**src/rtl/npcs_pkg.sv**
```systemverilog
`default_nettype none
package npcs_pkg;

  localparam int CH_W      = 16;
  localparam int IDX_W     = 8;
  localparam int DEPTH     = 256;
  localparam int CNT_W     = 9;
  localparam int W_W       = 16;
  localparam int LIMB_W    = 32;
  localparam int OPND_W    = 3 * LIMB_W;
  localparam int PROD_W    = 2 * OPND_W;
  localparam int DIST_W    = 176;
  localparam int ALIGN     = 4 * CH_W + 34;
  localparam int RATIO_W   = CH_W + 1;
  localparam int DIVC_W    = 5;
  localparam int STEP_W    = 4;
  localparam int REG_IDX_W = 3;

  localparam logic [18:0] TWO_PI_Q3_16 = 19'd411775;

  localparam logic [REG_IDX_W-1:0] REG_MODE  = 3'd0;
  localparam logic [REG_IDX_W-1:0] REG_COUNT = 3'd1;
  localparam logic [REG_IDX_W-1:0] REG_WA    = 3'd2;
  localparam logic [REG_IDX_W-1:0] REG_WB    = 3'd3;
  localparam logic [REG_IDX_W-1:0] REG_WC    = 3'd4;

  typedef enum logic [3:0] {
    OP_DW0, OP_DW1, OP_DW2, OP_SQ1, OP_SQ3, OP_HUE1, OP_HUE2, OP_HUE3, OP_HUE4
  } op_t;

  typedef enum logic [1:0] {
    ACC_NONE, ACC_PLAIN, ACC_ALIGN
  } acc_t;

  typedef struct packed {
    op_t  op;
    acc_t acc;
    logic last;
  } prog_t;

  typedef struct packed {
    logic wr_entry;
    logic lookup_start;
    logic prep;
    logic mul_start;
    op_t  mul_op;
    acc_t acc;
    logic cmp;
    logic k_inc;
  } cmd_t;

  typedef struct packed {
    logic div_busy;
    logic mul_busy;
    logic last_entry;
    logic count_zero;
  } status_t;

  // micro program of one distance evaluation
  function automatic prog_t prog_step(input logic mode, input logic [STEP_W-1:0] step);
    prog_t p;
    p = '{op: OP_SQ1, acc: ACC_NONE, last: 1'b1};
    if (!mode) begin
      case (step)
        4'd0: p = '{op: OP_DW0, acc: ACC_NONE,  last: 1'b0};
        4'd1: p = '{op: OP_SQ1, acc: ACC_PLAIN, last: 1'b0};
        4'd2: p = '{op: OP_DW1, acc: ACC_NONE,  last: 1'b0};
        4'd3: p = '{op: OP_SQ1, acc: ACC_PLAIN, last: 1'b0};
        4'd4: p = '{op: OP_DW2, acc: ACC_NONE,  last: 1'b0};
        4'd5: p = '{op: OP_SQ1, acc: ACC_PLAIN, last: 1'b1};
        default: p = '{op: OP_SQ1, acc: ACC_NONE, last: 1'b1};
      endcase
    end else begin
      case (step)
        4'd0: p = '{op: OP_DW0,  acc: ACC_NONE,  last: 1'b0};
        4'd1: p = '{op: OP_SQ1,  acc: ACC_ALIGN, last: 1'b0};
        4'd2: p = '{op: OP_DW1,  acc: ACC_NONE,  last: 1'b0};
        4'd3: p = '{op: OP_SQ1,  acc: ACC_ALIGN, last: 1'b0};
        4'd4: p = '{op: OP_HUE1, acc: ACC_NONE,  last: 1'b0};
        4'd5: p = '{op: OP_HUE2, acc: ACC_NONE,  last: 1'b0};
        4'd6: p = '{op: OP_HUE3, acc: ACC_NONE,  last: 1'b0};
        4'd7: p = '{op: OP_HUE4, acc: ACC_NONE,  last: 1'b0};
        4'd8: p = '{op: OP_SQ3,  acc: ACC_PLAIN, last: 1'b1};
        default: p = '{op: OP_SQ1, acc: ACC_NONE, last: 1'b1};
      endcase
    end
    return p;
  endfunction

endpackage
`default_nettype wire

```
**src/rtl/npcs_ctrl.sv**
```systemverilog
`default_nettype none
module npcs_ctrl (
  input  wire logic              clk,
  input  wire logic              rst,
  input  wire logic              start,
  input  wire logic              req_type,
  input  wire logic              mode,
  input  wire npcs_pkg::status_t status,
  output npcs_pkg::cmd_t         cmd,
  output logic                   busy,
  output logic                   done
);

  typedef enum logic [7:0] {
    S_IDLE  = 8'b0000_0001,
    S_READ  = 8'b0000_0010,
    S_PREP  = 8'b0000_0100,
    S_DIV   = 8'b0000_1000,
    S_ISSUE = 8'b0001_0000,
    S_MULW  = 8'b0010_0000,
    S_CMP   = 8'b0100_0000,
    S_DONE  = 8'b1000_0000
  } state_t;

  state_t                       state, state_next;
  logic [npcs_pkg::STEP_W-1:0]  step, step_next;
  npcs_pkg::prog_t              pr;
  logic                         accept;

  assign pr     = npcs_pkg::prog_step(mode, step);
  assign busy   = (state != S_IDLE);
  assign done   = (state == S_DONE);
  assign accept = start && (state == S_IDLE);

  always_comb begin
    state_next       = state;
    step_next        = step;
    cmd              = '0;
    cmd.mul_op       = pr.op;
    cmd.acc          = npcs_pkg::ACC_NONE;
    case (state)
      S_IDLE: begin
        if (accept) begin
          if (!req_type) begin
            cmd.wr_entry = 1'b1;
          end else begin
            cmd.lookup_start = 1'b1;
            state_next = status.count_zero ? S_DONE : S_READ;
          end
        end
      end
      S_READ: state_next = S_PREP;
      S_PREP: begin
        cmd.prep   = 1'b1;
        step_next  = '0;
        state_next = mode ? S_DIV : S_ISSUE;
      end
      S_DIV: if (!status.div_busy) state_next = S_ISSUE;
      S_ISSUE: begin
        cmd.mul_start = 1'b1;
        state_next    = S_MULW;
      end
      S_MULW: begin
        if (!status.mul_busy) begin
          cmd.acc = pr.acc;
          if (pr.last) begin
            state_next = S_CMP;
          end else begin
            step_next  = step + 1'b1;
            state_next = S_ISSUE;
          end
        end
      end
      S_CMP: begin
        cmd.cmp = 1'b1;
        if (status.last_entry) begin
          state_next = S_DONE;
        end else begin
          cmd.k_inc  = 1'b1;
          state_next = S_READ;
        end
      end
      S_DONE: state_next = S_IDLE;
      default: state_next = S_IDLE;
    endcase
  end

  always_ff @(posedge clk) begin
    if (rst) begin
      state <= S_IDLE;
      step  <= '0;
    end else begin
      state <= state_next;
      step  <= step_next;
    end
  end

endmodule
`default_nettype wire

```
**config.mk**
```make
export PLATFORM = sky130hd
export DESIGN_NAME = npcs_ctrl
export DESIGN_NICKNAME = d
export VERILOG_FILES = /design/src/rtl/npcs_pkg.sv /design/src/rtl/npcs_ctrl.sv
export SDC_FILE = /design/constraint.sdc
export NUM_CORES = 1
export LEC_CHECK = 0
export BUFFER_PORTS_ARGS = -buffer_cell sky130_fd_sc_hd__clkbuf_2
export CAP_MARGIN = 15
export CELL_PAD_IN_SITES_DETAIL_PLACEMENT = 1
export CELL_PAD_IN_SITES_GLOBAL_PLACEMENT = 1
export CORE_MARGIN = 3
export CORE_UTILIZATION = 37
export DETAILED_ROUTE_END_ITERATION = 10
export PLACE_DENSITY = 0.74
export SLEW_MARGIN = 5
export SYNTH_ARGS = -nofsm -noshare
export SYNTH_HDL_FRONTEND = slang
export SYNTH_SLANG_ARGS = --single-unit
```
**constraint.sdc**
```tcl
create_clock -name clk -period 2.6 [get_ports clk]
set_input_delay 0.52 -clock clk [delete_from_list [all_inputs] [get_ports clk]]
set_output_delay 0.52 -clock clk [all_outputs]
set_load 0.005 [all_outputs]
```
[Yosys cells after proc, flatten, opt, wreduce, memory -nomap -nowiden]
Memories as Yosys holds them, arrays and structs flattened. A register that Yosys moved wholly into a read port is not among the register bits.
Cells that the tools add are included.
W data, S select, Z words.
Storage, ports and cells
  flip-flop bits (word level): 12
  latch bits: 0
  bits in writable memories: 0
  ROM bits: 112
  input bits: 9
  word-level logic and storage cells: 55
  memories kept: 1
Operators by class
  $add $sub $neg: 1
  multipliers: 0
  divide/modulo/power cells: 0
  magnitude comparators: 0
  equal/unequal tests: 19
  shift-type cells: 0
  muxes and demuxes: 26
  bitwise gates (word level): 0
  reductions and logical operators: 6
Memory list
  (name not given): depth 16, bits a word 7, read ports 1, clocked after memory_dff 1, write ports 0, line npcs_pkg.sv:74  | case (step)
Operator list (number)
  $pmux W8 S7: 1
  $mux W8: 6
  $pmux W5 S5: 1
  $mux W4: 4
  $mux W7: 2
  $mux W2: 5
  $ne A2 B2 Y1 const B: 5
  $eq A4 B2 Y1 const B: 2
  $eq A4 B3 Y1 const B: 2
  $eq A8 B1 Y1 const B: 1
  $eq A8 B2 Y1 const B: 1
  $eq A8 B3 Y1 const B: 1
  $eq A8 B4 Y1 const B: 1
  $eq A8 B5 Y1 const B: 1
  $eq A8 B6 Y1 const B: 1
  $eq A8 B7 Y1 const B: 1
  $eq A8 B8 Y1 const B: 1
  $ne A8 B1 Y1 const B: 1
  $pmux W4 S2: 1
  $mux W1: 5
  $mux W5: 1
  $add A4 B1 Y4 const B: 1
  $eq A4 B1 Y1 const B: 1
  $logic_not A4 Y1: 1
  other kinds (5): 5

[Logic depth before layout (Yosys ltp)]
  depth in word-level cells: 9
  mapped depth: 11
  gate-level depth less buffers: 11

[Least setup slack after synthesis]
OpenSTA, ideal clock, no wires.
  kind: reg-to-reg
  from: register step[1] in the netlist's numbering
  to: register (tool-made name)
  data arrival time: 2.455 ns
  slack: 0.024 ns
  cell stages (with the launch flop): 12
  path buffers: 0
  clock period less this slack: 2.576 ns
  path through: dfxtp_1 -> inv_1 -> ha_1 -> or3_1 -> a221oi_2 -> o211a_1 -> a31oi_2 -> or2_1 -> ha_1 -> inv_1 -> a21oi_1 -> mux2_2
RTL lines
  start: declaration: line npcs_ctrl.sv:26  | logic [npcs_pkg::STEP_W-1:0] step, step_next;
  start signal: assignment: line npcs_ctrl.sv:94  | step <= step_next;

==> out/qor.yml <==
status: "finished, final reports clean"
min_period_over_period_pct: 98.6
layout-drive-gt1-share_pct: 35.1
worst-path-buf-inv: 2
dp_hpwl_um: 3150
grt_max_degree: 12
die_area_um2: 4350
synth_flop_cell: "dfxtp_1"
area_growth_pct: 25.2
diodes: 0
power_uw: 726
cp_slowest_stage_delay_ps: 420
setup_tns_ps: 0
dp_worst_setup_slack_ps: -52.3
die_h_um: 65.9
grt.total_usage_pct: 21.2
drc_errors: 0
p_leak_uw: 0.000788
antenna_found_initial: 0
min-delay-start: "status[0]"
fin_ws_ps: 35.4
rsz0062_at_grt: "true"
hold_path_class: "in2reg"
crit_path_max_fanout: 5
powerDensity_nw_per_um2: 436
final-hold-violation-count: 0
grt_pass1_vias: 1397
syn_area_per_cell_um2: 8.36
hold_path_depth: 3
ys_async_sr_fraction_pct: 0
layout_common_cells: "22 x clkbuf_2, 18 x buf_4, 17 x dfxtp_1"
hold_buffers: 0
slew_viol_final: 0
ys_top_cells_by_area: "dfxtp_1 29%, ha_1 5.6%, inv_1 4.2%, nor2_1 3.7%, a21oi_1 3.4%"
start_kind: "flip-flop"
setup_viol_count_final: 0
final_common_cell: "clkbuf_2"
cp.required_ps: 2800
fp.dieW_um: 65.9
vias: 1398
yosys_warnings: 0
clkTransAtPathRegs_ps: 120
r2r_start: "step[1]"
drt_wl_total_um: 4210
numClockSinks: 19
cts_setup_buffers: 0
crit_family: "simple AND/OR/NAND/NOR gates"
seq_area_frac_synth_pct: 28.6
initial_core_util_pct: 39.2
drtIter0Drc: 102
maxCapViolations: 0
ys_ff_latch: 19
cts_buffer_depth: 2
syn_nets: 174
core_um2: 3390
fillCellCount: 418
grt_pass1_wl_um: 7010
path_cells: "inv_1 -> ha_2 -> or3_4 -> a221oi_4 -> o211a_1 -> a31oi_2 -> or2_1 -> ha_1 -> inv_1 -> a21oi_1 -> mux2_2"
worst_pin_slew_ps: 484
netlist.top_cell.by_area: "dfxtp_1"
critPathKind: "reg2reg"
max_clock_freq_ghz: 0.390
place_congestion: 0.907
synth_cell_type_count: 56
synth-edff-count: 0
slowest_stage: "or3_4"
synth_top_area_share_pct: 28.6
cts_tree: "yes"
post-route-min-period_ps: 2560
root_buffer: "clkbuf_4"
post_drt_wl_per_cell_um: 17.5
r2r_setup_slack_ps: 40
dr.pass1.iters: 4
cts_inserted_buffers: 3
crit_arrival_ps: 2760
ant_nets: 0
io_buffer_count: 22
final_nets: 210
clk_latency_ps: 310
synthCells: 159
fp-row-count: 21
hold_end: "state[7]"
clock_skew_ps: 16.9
max_slew_margin_pct: 67.5
reg2reg_depth: 11
syn-cell-area_um2: 1330
htree_levels: 1
critPathMostFrequentCell: "inv_1"
via_per_inst: 5.83
endpoint_kind: "flip-flop"
grt-ovfl-total: 0
io-pin-count: 23
ir_drop_mv: 0.243
-- per-stage QoR --
step / utilization, % / hold WS (ps) / instance area (um2) / cells
4_1_cts: 47.7 / 470 / 1620 / 240
2_1_floorplan: - / 564 / 1330 / 159
5_1_grt: 49.1 / 502 / 1660 / 240
3_5_place_dp: 46.5 / 567 / 1580 / 236
6_report: 49.1 / 461 / 1660 / 240
3_3_place_gp: 46.5 / 545 / 1580 / 236
-- final cells by class --
class	instances	area [um2]	share of cell area (%)
clock buffers	4	26.3	1.58
inverters	16	60.1	3.61
multi-input cells	115	887	53.3
flip-flops and latches	19	388	23.3
well taps	46	57.6	3.46
repair buffers	40	245	14.7
-- power by group --
| group | internal (uW) | switching (uW) | leakage [uW] |
|---|---|---|---|
| combinational | 113 | 149 | 0.000618 |
| sequential | 300 | 8.79 | 0.000155 |
| clock | 60.0 | 95.5 | 0.0000150 |
-- worst max-delay path by stage --
stage / start / to / slack (ps) / cells past startpoint
after floorplan: step[1] / flip-flop / 20 / 11
after global placement: step[1] / flip-flop / 90 / 10
after detailed placement: step[1] / flip-flop / -50 / 10
after CTS: step[1] / flip-flop / 0.7 / 11
after global routing: step[1] / flip-flop / -40 / 11
final: step[1] / flip-flop / 40 / 11
-- worst min-delay path: stages --
cell	delay (ps)
clkbuf_2	90
a22oi_1	60
nor2_1	80
-- cell usage after synthesis (all sizes together), types with 3 or more instances --
library cell,count
nand2,7
nor4b,4
ha,6
buf,5
and2,3
a21oi,9
nand3,4
o211ai,4
and3,4
dfxtp,19
o21ai,8
nor2,13
mux2,3
xor2,3
inv,16
or3,5
nor3,7
clkbuf,4
nor4,8
-- repair_timing --
action,CTS,global route
pin swaps,0,4
setup endpoints to repair,4,4
resized for setup,4,9
endpoints found under the hold margin,0,0
-- kinds of logic (layout without fill, tap and decap cells) --
family	after synthesis	after routing	synth area share [%]
flops	19	19	28.6
simple gates	69	69	34.2
buf+inv	25	60	8.76
fa+ha+maj	6	6	5.65
xor+xnor	3	3	1.98
compound gates	34	34	18.3
mux	3	3	2.54
-- routing by layer --
layer / up-vias / track usage [%] / routed length, um
met3: 6 / 3.06 / 290
met2: 70 / 33.5 / 2000
met4: 0 / 9.33 / 60
met5: - / 0 / 0
met1: 669 / 28.4 / 1850
li1: 653 / - / -
(Power assumes the default switching activity.)
